**src/rtl/fdep_pkg.sv**
```systemverilog
// shared types and constants of the fat directory entry parser
package fdep_pkg;

  localparam int unsigned LongNameSlots = 4;
  localparam int unsigned CountLimit    = 65535;
  localparam int unsigned CharsPerSlot  = 13;
  localparam int unsigned MaxResults    = 64;
  localparam int unsigned LongCap       = MaxResults - 12;

  typedef enum logic [1:0] {
    KIND_LONG  = 2'd0,
    KIND_SHORT = 2'd1,
    KIND_BARE  = 2'd2,
    KIND_END   = 2'd3
  } kind_e;

  // entry byte offset of long-name character i
  function automatic logic [4:0] lfn_offset(input logic [3:0] i);
    logic [4:0] r;
    begin
      case (i)
        4'd0:  r = 5'd1;
        4'd1:  r = 5'd3;
        4'd2:  r = 5'd5;
        4'd3:  r = 5'd7;
        4'd4:  r = 5'd9;
        4'd5:  r = 5'd14;
        4'd6:  r = 5'd16;
        4'd7:  r = 5'd18;
        4'd8:  r = 5'd20;
        4'd9:  r = 5'd22;
        4'd10: r = 5'd24;
        4'd11: r = 5'd28;
        4'd12: r = 5'd30;
        default: r = 5'd0;
      endcase
      return r;
    end
  endfunction

  // result item sent to the output stage
  typedef struct packed {
    logic [1:0]  kind;
    logic [7:0]  name_char;
    logic [31:0] first_cluster;
    logic [31:0] file_size;
    logic [15:0] entry_index;
    logic [7:0]  attributes;
    logic [15:0] record_count;
    logic        last;
  } result_t;

endpackage

```
**src/rtl/fdep_out_reg.sv**
```systemverilog
// output register stage for result transfers
module fdep_out_reg
  import fdep_pkg::*;
(
  input  logic    clk_i,
  input  logic    rst_ni,
  input  logic    in_valid_i,
  output logic    in_ready_o,
  input  result_t in_data_i,
  output logic    out_valid_o,
  input  logic    out_ready_i,
  output result_t out_data_o
);

  logic    valid_q;
  result_t data_q;

  assign in_ready_o  = !valid_q || out_ready_i;
  assign out_valid_o = valid_q;
  assign out_data_o  = data_q;

  // hold one result until taken
  always_ff @(posedge clk_i or negedge rst_ni) begin
    if (!rst_ni) begin
      valid_q <= 1'b0;
    end else if (in_ready_o) begin
      valid_q <= in_valid_i;
    end
  end

  always_ff @(posedge clk_i) begin
    if (in_ready_o && in_valid_i) begin
      data_q <= in_data_i;
    end
  end

endmodule

```
**src/rtl/fat_directory_entry_parser_core.sv**
```systemverilog
// Directory bytes are taken one per transfer on s_axis, and nothing more is
// taken while an entry is being turned into results or an end result waits
// in ST_END. The 32nd byte starts a sequencer that walks the entry one step
// per cycle, unless m_axis stalls it, through a single shared byte reader
// and compare unit, storing a long-name slot one character per step. A
// record is classified first, then each stored long-name character is read
// from the name store through a register (ST_LREAD) and emitted (ST_LONG),
// each long-name slot takes one more ST_LREAD step, and 11 steps go over the
// 8.3 name plus one for the dot, emitting at most one result per cycle
// through a one-entry output register. The input is held for the whole
// record, m_axis stalls included. m_axis_tdata packs from bit 0: kind(2)
// name_char(8) first_cluster(32) file_size(32) entry_index(16)
// attributes(8) record_count(16), padded to 120 bits; tlast marks the final
// result.
module fat_directory_entry_parser_core
  import fdep_pkg::*;
#(
  parameter int unsigned LONG_NAME_SLOTS = LongNameSlots,
  parameter int unsigned COUNT_LIMIT     = CountLimit
) (
  input  logic         clk_i,
  input  logic         rst_ni,
  input  logic         s_axis_tvalid,
  output logic         s_axis_tready,
  input  logic [7:0]   s_axis_tdata,   // dir_byte
  input  logic         s_axis_tuser,   // first_of_directory
  output logic         m_axis_tvalid,
  input  logic         m_axis_tready,
  output logic [119:0] m_axis_tdata,   // kind, name_char, first_cluster, file_size,
                                       // entry_index, attributes, record_count
  output logic         m_axis_tlast    // last
);

  localparam int unsigned NameDepth = LONG_NAME_SLOTS * CharsPerSlot;
  localparam int unsigned NameAw    = $clog2(NameDepth);
  localparam int unsigned SlotW     = (LONG_NAME_SLOTS > 1) ? $clog2(LONG_NAME_SLOTS) : 1;
  localparam logic [15:0] Limit     = 16'(COUNT_LIMIT);

  typedef enum logic [2:0] {
    ST_IDLE,
    ST_END,
    ST_LFN,
    ST_LREAD,
    ST_LONG,
    ST_SHORT,
    ST_BARE
  } state_e;

  state_e state_q;
  logic [7:0]  entry_q [32];
  logic [7:0]  names_q [NameDepth];
  logic [7:0]  name_rd_q;
  logic [3:0]  len_q [LONG_NAME_SLOTS];
  logic [4:0]  pos_q;
  logic [15:0] ecount_q, rcount_q, idx_q;
  logic        ended_q;
  logic [SlotW-1:0] slot_q;
  logic [3:0]  step_q;
  logic [5:0]  nout_q;
  logic [5:0]  long_total_q;
  logic        stopped_q;
  logic [31:0] clus_q, size_q;

  // output stage
  result_t res;
  logic    res_valid, res_ready;
  result_t out_res;

  fdep_out_reg u_out (
    .clk_i      (clk_i),
    .rst_ni     (rst_ni),
    .in_valid_i (res_valid),
    .in_ready_o (res_ready),
    .in_data_i  (res),
    .out_valid_o(m_axis_tvalid),
    .out_ready_i(m_axis_tready),
    .out_data_o (out_res)
  );

  assign m_axis_tdata = {6'd0, out_res.record_count, out_res.attributes,
                         out_res.entry_index, out_res.file_size,
                         out_res.first_cluster, out_res.name_char, out_res.kind};
  assign m_axis_tlast = out_res.last;

  assign s_axis_tready = (state_q == ST_IDLE);
  logic acc;
  assign acc = s_axis_tvalid && s_axis_tready;

  // effective state after a directory start
  logic [4:0]  pos_eff;
  logic        ended_eff;
  logic [15:0] ecount_eff, rcount_eff;
  assign pos_eff    = s_axis_tuser ? 5'd0  : pos_q;
  assign ended_eff  = s_axis_tuser ? 1'b0  : ended_q;
  assign ecount_eff = s_axis_tuser ? 16'd0 : ecount_q;
  assign rcount_eff = s_axis_tuser ? 16'd0 : rcount_q;

  // shared byte reader and classifier
  logic [7:0] e0, attr, lfn_byte, sc, sc_low;
  logic [4:0] sidx;
  assign e0   = entry_q[0];
  assign attr = entry_q[11];
  assign lfn_byte = entry_q[lfn_offset(step_q)];
  assign sidx = 5'(step_q);
  always_comb begin
    sc = entry_q[sidx];
    if (step_q == 4'd0 && sc == 8'h05) sc = 8'he5;
    sc_low = (sc >= 8'h41 && sc <= 8'h5a) ? sc + 8'd32 : sc;
  end

  // long-name read position
  logic [3:0] cur_len;
  logic [NameAw-1:0] rd_addr;
  assign cur_len = (len_q[slot_q] > 4'd13) ? 4'd13 : len_q[slot_q];
  assign rd_addr = NameAw'(slot_q) * NameAw'(CharsPerSlot) + NameAw'(step_q);

  // stored long-name length over all slots, capped per record
  logic [8:0] len_sum;
  logic [5:0] long_total;
  always_comb begin
    len_sum = '0;
    for (int s = 0; s < LONG_NAME_SLOTS; s++) len_sum = len_sum + 9'(len_q[s]);
    long_total = (len_sum > 9'(LongCap)) ? 6'(LongCap) : len_sum[5:0];
  end

  // 8.3 name made of spaces only
  logic short_empty;
  always_comb begin
    short_empty = 1'b1;
    for (int j = 0; j < 11; j++) begin
      if (entry_q[j] != 8'h20) short_empty = 1'b0;
    end
  end

  logic [15:0] rc_inc;
  assign rc_inc = (rcount_q >= Limit) ? Limit : rcount_q + 16'd1;

  logic [3:0] seq;
  assign seq = e0[3:0];

  // long-name character store enable
  logic lfn_wr;
  assign lfn_wr = (state_q == ST_LFN) && !stopped_q && (e0 != 8'he5) &&
                  ((attr & 8'h3f) == 8'h0f) && (seq != 4'd0) &&
                  (32'(seq) <= LONG_NAME_SLOTS) &&
                  (lfn_byte != 8'h00) && (lfn_byte != 8'hff);

  // result build
  logic dot_pend_q;
  always_comb begin
    res = '0;
    res_valid = 1'b0;
    res.first_cluster = clus_q;
    res.file_size     = size_q;
    res.entry_index   = idx_q;
    res.attributes    = attr;
    res.record_count  = rcount_q;
    case (state_q)
      ST_END: begin
        res_valid = 1'b1;
        res.kind = KIND_END;
        res.first_cluster = '0;
        res.file_size = '0;
        res.attributes = '0;
        res.last = 1'b1;
      end
      ST_LONG: begin
        res_valid = 1'b1;
        res.kind = KIND_LONG;
        res.name_char = name_rd_q;
        // final long-name character ends the record when no 8.3 name follows
        res.last = short_empty && (nout_q + 6'd1 == long_total_q);
      end
      ST_SHORT: begin
        if (sc != 8'h20) begin
          res_valid = 1'b1;
          res.kind = KIND_SHORT;
          res.name_char = (step_q == 4'd8 && !dot_pend_q) ? 8'h2e : sc_low;
          // last when no later non-space byte remains
          res.last = 1'b1;
          for (int j = 0; j < 11; j++) begin
            if (4'(j) > step_q && entry_q[j] != 8'h20) res.last = 1'b0;
          end
          if (step_q == 4'd8 && !dot_pend_q) res.last = 1'b0;
        end
      end
      ST_BARE: begin
        res_valid = 1'b1;
        res.kind = KIND_BARE;
        res.last = 1'b1;
      end
      default: ;
    endcase
  end

  logic fire;
  assign fire = res_valid && res_ready;

  // entry memory and long-name store
  always_ff @(posedge clk_i) begin
    if (acc && !ended_eff && !(pos_eff == 5'd0 && s_axis_tdata == 8'd0)) begin
      entry_q[pos_eff] <= s_axis_tdata;
    end
    if (lfn_wr) begin
      names_q[NameAw'(seq - 4'd1) * NameAw'(CharsPerSlot) + NameAw'(step_q)] <= lfn_byte;
    end
    if (state_q == ST_LREAD) begin
      name_rd_q <= names_q[rd_addr];
    end
  end

  // sequencer
  always_ff @(posedge clk_i or negedge rst_ni) begin
    if (!rst_ni) begin
      state_q <= ST_IDLE;
      pos_q <= '0;
      ecount_q <= '0;
      rcount_q <= '0;
      ended_q <= 1'b0;
      idx_q <= '0;
      slot_q <= '0;
      step_q <= '0;
      nout_q <= '0;
      long_total_q <= '0;
      stopped_q <= 1'b0;
      dot_pend_q <= 1'b0;
      clus_q <= '0;
      size_q <= '0;
      for (int s = 0; s < LONG_NAME_SLOTS; s++) len_q[s] <= '0;
    end else begin
      case (state_q)
        ST_IDLE: begin
          if (acc) begin
            if (s_axis_tuser) begin
              for (int s = 0; s < LONG_NAME_SLOTS; s++) len_q[s] <= '0;
            end
            pos_q <= pos_eff;
            ecount_q <= ecount_eff;
            rcount_q <= rcount_eff;
            ended_q <= ended_eff;
            if (!ended_eff) begin
              if (pos_eff == 5'd0 && s_axis_tdata == 8'd0) begin
                ended_q <= 1'b1;
                idx_q <= ecount_eff;
                state_q <= ST_END;
              end else if (pos_eff != 5'd31) begin
                pos_q <= pos_eff + 5'd1;
              end else begin
                pos_q <= '0;
                idx_q <= ecount_eff;
                ecount_q <= (ecount_eff >= Limit) ? Limit : ecount_eff + 16'd1;
                state_q <= ST_LFN;
                step_q <= '0;
                stopped_q <= 1'b0;
                // classification is done in ST_LFN once byte 31 is stored
              end
            end
          end
        end
        ST_END: begin
          if (fire) state_q <= ST_IDLE;
        end
        ST_LFN: begin
          // first cycle of an entry: classify, then walk long-name bytes
          if (step_q == 4'd0 && !stopped_q && (e0 == 8'he5)) begin
            state_q <= ST_IDLE;
          end else if ((attr & 8'h3f) == 8'h0f) begin
            if (seq == 4'd0 || 32'(seq) > LONG_NAME_SLOTS) begin
              state_q <= ST_IDLE;
            end else if (stopped_q || lfn_byte == 8'h00 || lfn_byte == 8'hff) begin
              len_q[SlotW'(seq - 4'd1)] <= step_q;
              state_q <= ST_IDLE;
            end else if (step_q == 4'd12) begin
              len_q[SlotW'(seq - 4'd1)] <= 4'd13;
              state_q <= ST_IDLE;
            end else begin
              step_q <= step_q + 4'd1;
            end
          end else if ((attr & 8'h18) == 8'h08 &&
                       (entry_q[20] | entry_q[21] | entry_q[26] | entry_q[27]) != 8'd0) begin
            state_q <= ST_IDLE;
          end else begin
            size_q <= {entry_q[31], entry_q[30], entry_q[29], entry_q[28]};
            clus_q <= ({entry_q[31], entry_q[30], entry_q[29], entry_q[28]} == 32'd0) ?
                      32'd0 : {entry_q[21], entry_q[20], entry_q[27], entry_q[26]};
            rcount_q <= rc_inc;
            slot_q <= '0;
            step_q <= '0;
            nout_q <= '0;
            long_total_q <= long_total;
            dot_pend_q <= 1'b0;
            state_q <= ST_LREAD;
          end
        end
        ST_LREAD: begin
          // fetch the next stored character or move on to the next slot
          if (step_q < cur_len && nout_q < 6'(LongCap)) begin
            state_q <= ST_LONG;
          end else if (32'(slot_q) == LONG_NAME_SLOTS - 1) begin
            step_q <= '0;
            state_q <= ST_SHORT;
          end else begin
            slot_q <= slot_q + SlotW'(1);
            step_q <= '0;
          end
        end
        ST_LONG: begin
          if (fire) begin
            nout_q <= nout_q + 6'd1;
            step_q <= step_q + 4'd1;
            state_q <= ST_LREAD;
          end
        end
        ST_SHORT: begin
          if (sc == 8'h20 || fire) begin
            if (sc != 8'h20 && step_q == 4'd8 && !dot_pend_q) begin
              dot_pend_q <= 1'b1;
            end else if (sc != 8'h20 && res.last) begin
              for (int s = 0; s < LONG_NAME_SLOTS; s++) len_q[s] <= '0;
              state_q <= ST_IDLE;
            end else if (step_q == 4'd10) begin
              // nothing emitted at all, neither long nor short name
              if (nout_q == 6'd0) begin
                state_q <= ST_BARE;
              end else begin
                state_q <= ST_IDLE;
              end
              for (int s = 0; s < LONG_NAME_SLOTS; s++) len_q[s] <= '0;
            end else begin
              step_q <= step_q + 4'd1;
            end
            if (sc != 8'h20) nout_q <= nout_q + 6'd1;
          end
        end
        ST_BARE: begin
          if (fire) state_q <= ST_IDLE;
        end
        default: state_q <= ST_IDLE;
      endcase
    end
  end

endmodule

```
**config.mk**
```make
export PLATFORM = sky130hd
export DESIGN_NAME = fat_directory_entry_parser_core
export DESIGN_NICKNAME = d
export VERILOG_FILES = /design/src/rtl/fdep_pkg.sv /design/src/rtl/fdep_out_reg.sv /design/src/rtl/fat_directory_entry_parser_core.sv
export SDC_FILE = /design/constraint.sdc
export NUM_CORES = 1
export LEC_CHECK = 0
export ABC_AREA = 1
export BUFFER_PORTS_ARGS = -buffer_cell sky130_fd_sc_hd__buf_2
export CORE_ASPECT_RATIO = 1.75
export CORE_UTILIZATION = 55
export CTS_CLUSTER_SIZE = 30
export DETAILED_ROUTE_END_ITERATION = 8
export HOLD_SLACK_MARGIN = 0.1
export PLACE_DENSITY = 0.77
export SLEW_MARGIN = 20
export SYNTH_ARGS = -nofsm -noshare
export SYNTH_HDL_FRONTEND = slang
export SYNTH_HIERARCHICAL = 1
export SYNTH_SLANG_ARGS = --single-unit
```
**constraint.sdc**
```tcl
create_clock -name clk_i -period 16.78 [get_ports clk_i]
set_input_delay 0.839 -clock clk_i [delete_from_list [all_inputs] [get_ports clk_i]]
set_output_delay 0.839 -clock clk_i [all_outputs]
set_load 0.005 [all_outputs]
```
==> After elaboration in Yosys (flattened, before gate mapping) <==
Memory sizes are Yosys's and may differ from the RTL's. A register that Yosys moved wholly into a read port is not among the register bits.
Index checks and enable logic that the tools add are counted.
{ "op_classes": {"addsub": 14, "multipliers": 2, "div": 0, "n_lt_le_gt_ge": 24, "n_eq_ne": 62, "shift": 0, "n_mux": 133, "bitwise": 12, "n_reduce_logical": 70} }
{ "ops": {"columns": ["op", "count"], "rows": [
  ["two-way mux 16 bit", 22],
  ["!= test 8 x 6 -> 1 bit (second input constant)", 12],
  ["two-way mux 4 bit", 20],
  ["two-way mux 3 bit", 18],
  ["one-hot mux 16 bit (3 select lines)", 1],
  ["two-way mux 6 bit", 7],
  ["two-way mux 1 bit", 37],
  ["!= test 2 bit (second input constant)", 17],
  ["logical AND 1 bit", 33],
  ["adder 16 x 1 -> 16 bit (second input constant)", 2],
  [">= comparator 16 bit (second input constant)", 2],
  ["logical NOT 32 bit", 1],
  ["two-way mux 32 bit", 1],
  ["one-hot mux 16 bit (2 select lines)", 1],
  ["two-way mux 8 bit", 3],
  ["bitwise OR 8 bit", 3],
  ["two-way mux 5 bit", 4],
  ["one-hot mux 4 bit (5 select lines)", 1],
  ["AND reduction 10 bit", 2],
  ["!= test 3 bit (second input constant)", 6],
  ["one-hot mux 3 bit (6 select lines)", 1],
  ["one-hot mux 6 bit (3 select lines)", 1],
  ["AND reduction 6 bit", 3],
  ["bitwise mux 16 bit", 1],
  ["75 further kinds", 118]
]} }
{ "totals": {"register_bits": 272, "latch_bits": 0, "ramBits": 672, "mem_bits_ro": 80, "output_inout_bits": 123, "elab_cells": 346, "n_memories": 3} }
{ "mem_list": {"columns": ["memory", "words", "width", "read_ports", "rd_clocked_by_memory_dff", "wr", "line", "rtl"], "rows": [
  ["names_q", 52, 8, 1, 1, 1, "fat_directory_entry_parser_core.sv:51", "logic [7:0] names_q [NameDepth];"],
  ["entry_q", 32, 8, 22, 0, 1, "fat_directory_entry_parser_core.sv:50", "logic [7:0] entry_q [32];"],
  ["(name not given)", 16, 5, 1, 0, 0, "fdep_pkg.sv:21", "case (i)"]
]} }

==> Depth between registers and ports, before layout <==
Gate-level depths: netlist of run 1.
An unclocked memory read counts as a cell.
{ "logic_depth": {"depth_word": 22, "ltp_mapped": 28, "ltp_nobuf": 23} }

==> Cells and area by module <==
Netlist of run 1, hierarchy kept.
{ "modules_own_cells": {"columns": ["module", "instances", "cells_per_inst", "area_each_um2", "seq_area_each_um2"], "rows": [
  ["fat_directory_entry_parser_core", 1, 4087, 39829.4, 24323.3],
  ["fdep_out_reg", 1, 121, 3498.4, 3478.3]
]} }

==> Worst setup path before layout of run 1 <==
OpenSTA, ideal clock, no wires.
{ "synth_path": {"kind": "register to register", "startpoint": "register step_q[0]", "endpoint": "register u_out.data_q (netlist bit u_out/out_data_o[0]), enable pin", "setup_ns": 0.627, "arrival_time_ns": 7.558, "required_ns": 16.153, "slack_ns": 8.596, "stages_incl_launch_ff": 18, "path_buffers": 3, "period_less_slack_ns": 8.184, "path_cell_list": "dfrtp_1 buf_2 buf_2 buf_2 nor2_1 nor2_1 o21ai_0 nand3_1 nand2_1 nand2_1 nor2_1 nand2_1 inv_1 nor2_1 inv_1 nand2_1 inv_1 a21oi_1"} }
{ "synth_via": {"elab_chain_len": 8} }
{ "synth_lines": {"columns": ["item", "line", "rtl"], "rows": [
  ["from (decl)", "fat_directory_entry_parser_core.sv:58", "logic [3:0] step_q;"],
  ["from (signal assigned)", "fat_directory_entry_parser_core.sv:277", "step_q <= step_q + 4'd1;"],
  ["from (signal assigned)", "fat_directory_entry_parser_core.sv:310", "step_q <= step_q + 4'd1;"],
  ["from (signal assigned)", "fat_directory_entry_parser_core.sv:330", "step_q <= step_q + 4'd1;"],
  ["memory read (32 x 8 bit)", null, null],
  ["== test 8 x 3 -> 1 bit", "fat_directory_entry_parser_core.sv:107", "if (step_q == 4'd0 && sc == 8'h05) sc = 8'he5;"],
  ["logical AND 1 bit", "fat_directory_entry_parser_core.sv:107", null],
  ["two-way mux 8 bit *", "fat_directory_entry_parser_core.sv:107", null],
  ["!= test 8 x 6 -> 1 bit *", "fat_directory_entry_parser_core.sv:175", "if (sc != 8'h20) begin"],
  ["two-way mux 1 bit *", "fat_directory_entry_parser_core.sv:175", null],
  ["one-hot mux 1 bit (2 select lines) *", "fat_directory_entry_parser_core.sv:158", "case (state_q)"],
  ["via res_valid", "fat_directory_entry_parser_core.sv:66", "logic res_valid, res_ready;"],
  ["logical AND 1 bit *", "fdep_out_reg.sv:32", "if (in_ready_o && in_valid_i) begin"],
  ["to (signal assigned)", "fdep_out_reg.sv:33", "data_q <= in_data_i;"],
  ["to (decl)", "fdep_out_reg.sv:16", "result_t data_q;"]
]} }
Mark *: on every way through the listed nets, which the timed path passes. The rest lies on a longest branch.
A chain may end at the register's enable or synchronous reset.

==> Worst setup path after layout of run 1 <==
{ "layout_path": {"startpoint": "register step_q[1]", "endpoint": "memory names_q[23][2], enable pin"} }
{ "layout_via": {"elab_chain_len": 7} }
{ "layout_lines": {"columns": ["item", "line", "rtl"], "rows": [
  ["memory read (16 x 5 bit) *", null, null],
  ["memory read (32 x 8 bit) *", null, null],
  ["via lfn_byte[6]", "fat_directory_entry_parser_core.sv:99", "logic [7:0] e0, attr, lfn_byte, sc, sc_low;"],
  ["nonzero test 8 bit", "fat_directory_entry_parser_core.sv:146", "(lfn_byte != 8'h00) && (lfn_byte != 8'hff);"],
  ["logical AND 1 bit", "fat_directory_entry_parser_core.sv:145", "(32'(seq) <= LONG_NAME_SLOTS) &&"],
  ["logical AND 1 bit *", "fat_directory_entry_parser_core.sv:146", null],
  ["two-way mux 1 bit *", "fat_directory_entry_parser_core.sv:204", "if (lfn_wr) begin"],
  ["two-way mux 1 bit (not written as such) *", "fat_directory_entry_parser_core.sv:205", "names_q[NameAw'(seq - 4'd1) * NameAw'(CharsPerSlot) + NameAw'(step_q)] <= lfn_byte;"],
  ["to (decl)", "fat_directory_entry_parser_core.sv:51", null]
]} }
Marked as above.

==> flow_summary.toml, run 1 <==
[status]
outcome = "finished clean"

[sta]
period_share = 0.446
rsz0062_at_grt = "no"
timing.setup.tns_ns = 0
post-route-min-period_ns = 7.48
timing.fmax_mhz = 134
hold_viol = 0
finalClockSkew_ns = 0.0266
setup_viol = 0
worst_pin_slew_ns = 1.18
slew_headroom = 0.212
drv_slew = 0

[route]
num_vias = 31623
route.detailed.drc = 0
firstDrtPassIters = 9
vias_per_cell = 5.91
wl_mm = 121
wl_per_cell_um = 22.6
ant_nets = 0
drt_iter0_markers = 3500

[logic_synthesis]
ys_warn_count = 6
syn_avg_cell_area_sq_um = 10.3
ys.flop_type = "edfxtp_1"
async_flop_share = 0.165
synthesis.area_sq_um = 43300
synth_top_area_share = 0.551
synth_cell_types = 55
synthTopCellsByArea = "edfxtp_1, dfrtp_1, nand2_1"
synth_enable_flop_cells = 795
yosysSeqAreaShare = 0.642
synthCells = 4208
synth_largest_area_cell = "edfxtp_1"
ys_ff_latch = 952

[flow_run]
drv_cap = 0

[global_route]
grt_antenna_before_repair = 0
grt_max_degree = 111
grt_pass1_vias = 30995
grt_pass1_wl_mm = 183
grt_remaining_overflow = 0
grt_use_total = 0.305

[layout]
final_nets = 4332
final_common_cell = "nand2_1"
syn_to_final_growth_pct = 9.83
n_antenna_cell = 0
fill_cells = 6193
drive_gt1_frac = 0.0946
post-route-util = 0.612
layout_common_cells = "nand2_1, edfxtp_1, nor2_1, nand3_1, o21ai_0"

[clock_network]
cts-root-buf = "clkbuf_16"
cts.sinks = 952
cts_buffers = 83
insertion_delay_ns = 0.69
htreeDepth = 3
cts_buffer_depth = 3
path_clk_slew_ns = 0.07
tritoncts = "built"

[worst_setup_path]
cp-end-kind = "flip-flop"
required_ns = 17.09
crit_slowest_cell = "nor3_1"
worstSetupPathType = "reg -> reg"
startpoint_type = "flip-flop"
cp_top_family = "simple AND/OR/NAND/NOR gates"
crit_buf_inv = 6
path_common_cell = "nand2_1"
worstPathArrival_ns = 7.79
worstPathMaxFanout = 80
crit_chain = "buf_4 -> inv_1 -> ha_1 -> inv_1 -> nand2_1 -> nand2_4 -> buf_4 -> nand2_1 -> nand2_1 -> nand2_1 -> nand2_1 -> nand2_1 -> nand3_1 -> nand3_1 -> nand2_2 -> buf_4 -> inv_1 -> nand2_1 -> nor2_1 -> nand2_4 -> nand2_4 -> nor3_4 -> nand2_2 -> nor3_1"
cp_slowest_stage_delay_ns = 1.09

[floorplanning]
start_util = 0.558
die_area_sq_um = 79900
die_y_um = 373
ios = 136
fp.coreArea_sq_um = 77700
dieWidth_um = 214
num_rows = 135

[placed_design]
io_buffers = 129
routabilityCongestion = 0.993
hpwl_mm = 79.3

[power]
p_per_area_nw_per_um2 = 156
p_leak_nw = 18.7
peakVddDrop_v = 0.000120

[min_path]
hold_path.class = "reg -> reg"
==> synthesized netlist by cell type (17+ instances only) <==
| cell type | number |
|---|---|
| a21oi_1 | 63 |
| nand3_1 | 365 |
| o21ai_0 | 359 |
| xor2_1 | 19 |
| buf_4 | 17 |
| ha_1 | 48 |
| buf_2 | 56 |
| clkbuf_1 | 136 |
| o22ai_1 | 27 |
| nor2_1 | 387 |
| nor3_1 | 46 |
| nand4_1 | 38 |
| o221ai_1 | 85 |
| edfxtp_1 | 795 |
| dfrtp_1 | 157 |
| nand2_1 | 1040 |
| inv_1 | 359 |
| nor3_2 | 40 |
| o211ai_1 | 35 |
==> stage by stage <==
stage	hold slack (ns)	std cells	total power [mW]	area, sq um	setup WS, ns
2_1_floorplan	0.425	4213	4.66	43300	8.60
3_3_place_gp	0.431	5197	5.44	44800	9.55
3_5_place_dp	0.435	5197	5.49	44800	9.43
4_1_cts	0.450	5350	7.40	47500	9.40
5_1_grt	0.458	5352	7.77	47600	8.82
6_report	0.449	5352	7.42	47600	9.30
==> routing by layer <==
layer	vias up	part of all wire	GRT usage
met2	1576	0.52	0.541
met1	15036	0.33	0.324
li1	14558	-	-
met3	453	0.070	0.0474
met4	0	0.084	0.230
met5	-	0	0
==> registers in the layout, summed over array words and instances, names as in the netlist, 8 cells and up <==
name,count
names_q,416
entry_q,256
u_out/out_data_o,115
clus_q,32
size_q,32
ecount_q,16
idx_q,16
len_q,16
rcount_q,16
name_rd_q,8
==> cell type report <==
class | instances | area, sq um | area share
multi-input combinational | 2674 | 13300 | 0.280
clock inverter | 48 | 527 | 0.0111
inverter | 368 | 1390 | 0.0291
clock buffer | 104 | 2190 | 0.0460
timing repair buffer | 179 | 1070 | 0.0225
sequential | 952 | 27800 | 0.584
tap | 1027 | 1280 | 0.0270
==> path summary, 6_finish.rpt <==
path / from / to / slack [ns] / cells after the start
worst max-delay path: step_q[1] / names_q[23][2] / 9.30 / 24
worst min-delay path: idx_q[9] / u_out/out_data_o[34] / 0.45 / 0
worst max register to register: step_q[1] / names_q[23][2] / 9.30 / 24
worst min register to register: idx_q[9] / u_out/out_data_o[34] / 0.45 / 0
max in group asynchronous: rst_ni / step_q[0] / 14.18 / 4
min in group asynchronous: rst_ni / idx_q[6] / 0.66 / 2
==> logic make-up after synthesis <==
group | synth area share
and+or+nand+nor | 0.195
DFF | 0.642
AOI/OAI and AO/OA | 0.0825
buffers and inverters | 0.0545
adders and majority gates | 0.0199
xor gates and xnor gates | 0.00647
other | 0.0000865
==> timing repair <==
| item | in CTS | in global routing |
|---|---|---|
| hold buffers | 1 | 0 |
| hold endpoints to repair | 47 | 0 |
| buffers inserted | 0 | 0 |
| resized for setup | 0 | 0 |
==> power breakdown <==
group / leakage (nW) / internal (mW) / total (mW) / switching [mW]
combinational: 8.08 / 0.643 / 2.36 / 1.72
sequential: 9.26 / 3.00 / 3.14 / 0.140
clock: 1.32 / 1.05 / 1.92 / 0.874
(Power assumes the default switching activity.)
==> run 2, diff against run 1 <==
--- a/config.mk
+++ b/config.mk
@@ -12,7 +12,7 @@
 export CTS_CLUSTER_SIZE = 30
 export DETAILED_ROUTE_END_ITERATION = 8
 export HOLD_SLACK_MARGIN = 0.1
-export PLACE_DENSITY = 0.77
+export PLACE_DENSITY = 0.8
 export SLEW_MARGIN = 20
 export SYNTH_ARGS = -nofsm -noshare
 export SYNTH_HDL_FRONTEND = slang
==> constraint.sdc (replaced) <==
create_clock -name clk_i -period 6.8 [get_ports clk_i]
set_input_delay 0.34 -clock clk_i [delete_from_list [all_inputs] [get_ports clk_i]]
set_output_delay 0.34 -clock clk_i [all_outputs]
set_load 0.005 [all_outputs]
==> run 2 against run 1 <==
Register-to-register slack lost 7.8 ns. Count of clock-buffer cells in the layout shrank 9. Sequential cell count is the same. Combinational power grew to 2.6 times the previous value. Worst hold slack lost 0.33 ns. Non-clock buffer count grew 18. Global-route usage grew 0.83 points. First-iteration DRC count shrank 3.2%. Largest cell class unchanged.
==> flow_summary.toml, run 2 (same netlist as run 1, synthesis figures left out) <==
[placed_design]
routabilityCongestion = 1.04
io_buffers = 129
place_inst = 5216
hpwl_mm = 83.0

[status]
outcome = "finished clean"

[clock_network]
tritoncts = "built"
cts_buffer_depth = 3
path_clk_slew_ns = 0.07
cts_buffers = 82
postCtsHoldBufs = 2
insertion_delay_ns = 0.72
cts_setup_buffers = 0
cts_resized = 0
cts.sinks = 952
htreeDepth = 3
cts-root-buf = "clkbuf_16"

[floorplanning]
dieWidth_um = 214
fp.coreArea_sq_um = 77700
die_area_sq_um = 79900
ios = 136
die_y_um = 373
num_rows = 135
start_util = 0.558

[global_route]
grt_use_total = 0.313
grt_antenna_before_repair = 2
grt_pass1_vias = 32193
grt_max_degree = 115
grt_remaining_overflow = 0
grt_pass1_wl_mm = 187

[power]
peakVddDrop_v = 0.000271
p_per_area_nw_per_um2 = 393
p_leak_nw = 18.8
p_clk_frac = 0.265
combPwrFrac = 0.324
internal_power_mw = 11.8
power_frac_seq = 0.411
p_switching_mw = 7.04
swShare = 0.374

[layout]
stdcell_count = 5370
drive_gt1_frac = 0.0988
largest_reg_flops = 416
final_nets = 4349
syn_to_final_growth_pct = 10.6
layout_common_cells = "nand2_1, edfxtp_1, nor2_1, nand3_1, o21ai_0"
largest_register = "names_q"
final_common_cell = "nand2_1"

[worst_setup_path]
r2r_end = "names_q[30][5]"
crit_slowest_cell = "nor3_1"
worstPathMaxFanout = 10
required_ns = 7.13
critPathLaunch = "entry_q[0][0]"
crit_chain = "inv_1 -> ha_1 -> xor2_1 -> ha_1 -> inv_1 -> fa_1 -> inv_1 -> ha_1 -> ha_1 -> a21oi_1 -> xor2_1 -> xor2_1 -> inv_1 -> nand3_1 -> nor3_1"
rr_worst_depth = 15
worstSetupPathType = "reg -> reg"
cp_slowest_stage_delay_ns = 1.05
rrSetupSlack_ns = 1.46
r2r-start = "entry_q[0][0]"
crit_end = "names_q[30][5]"
startpoint_type = "flip-flop"
worstPathArrival_ns = 5.67
cp-end-kind = "flip-flop"

[sta]
slew_headroom = 0.240
worst_pin_slew_ns = 1.13
period_share = 0.785
finalClockSkew_ns = 0.0406
hold_viol = 0
timing.setup.tns_ns = 0
post-route-min-period_ns = 5.34
timing.fmax_mhz = 187
rsz0062_at_grt = "no"
setup_viol = 0
drv_slew = 0

[route]
drt_iter0_markers = 3389
firstDrtPassIters = 6
vias_per_cell = 6.01
wl_per_cell_um = 23.2
num_vias = 32296
ant_nets = 0
route.detailed.drc = 0
wl_mm = 125

[flow_run]
drv_cap = 0

[min_path]
hold_path.class = "in -> async"
==> run 2: cell types whose count changed in the layout (fill, tap and decap cells not counted), sizes merged <==
| cell | change |
|---|---|
| bufinv | +4 |
| inv | -4 |
| buf | +17 |
| clkinv | +2 |
| dlygate4sd3 | +1 |
| diode | +1 |
| clkinvlp | +6 |
| clkbuf | -9 |
==> run 2: final cells by class <==
type | instances | area, sq um
Clock buffer | 95 | 2170
Inverter | 368 | 1380
Clock inverter | 56 | 738
Antenna cell | 1 | 2.50
Sequential cell | 952 | 27800
Timing Repair Buffer | 197 | 1250
Fill cell | 6087 | 29800
Multi-Input combinational cell | 2674 | 13300
Tap cell | 1027 | 1280
==> run 2: per-stage QoR <==
stage | hold slack [ns] | utilization | cell area (sq um) | worst slack, ns | power, mW
CTS | 0.111 | 0.617 | 47900 | 1.47 | 18.7
finish | 0.118 | 0.617 | 47900 | 1.46 | 18.8
global placement | 0.295 | 0.579 | 45000 | 1.62 | 13.6
floorplan | 0.0444 | - | 43400 | 1.22 | 11.5
detailed placement | 0.296 | 0.579 | 45000 | 1.49 | 13.7
global route | 0.155 | 0.617 | 47900 | 1.12 | 19.6
==> run 2: worst min-delay path by stage <==
stage	startpoint	to	slack, ns
after global routing	rst_ni	idx_q[14]	0.15
after CTS	rst_ni	ecount_q[6]	0.11
after detailed placement	rst_ni	idx_q[11]	0.30
after floorplan	rst_ni	clus_q[0]	0.04
final	rst_ni	ecount_q[6]	0.12
after global placement	rst_ni	idx_q[11]	0.30
==> run 2: power groups by stage <==
stage | Sequential, mW | Clock (mW) | Combinational [mW]
floorplan | 7.82 | 0 | 3.65
global placement | 7.82 | 0 | 5.82
detailed placement | 7.84 | 0 | 5.90
CTS | 7.72 | 5.02 | 5.96
global route | 7.78 | 5.22 | 6.60
finish | 7.73 | 4.98 | 6.10
==> run 2: routing by layer <==
layer,global-route usage,vias to the layer above,part of all wire
met2,0.551,1937,0.51
li1,-,14591,-
met1,0.316,15119,0.32
met3,0.0580,647,0.077
met5,0,-,0.00013
met4,0.274,2,0.097
==> run 2: worst max-delay path: cells and delay by family (launching register included) <==
family | cells | cell delay (ns)
compound gates | 1 | 0.18
xor+xnor | 3 | 0.63
fa+ha+maj | 5 | 1.64
buf+inv | 4 | 0.50
flops | 1 | 0.46
simple gates | 2 | 1.54
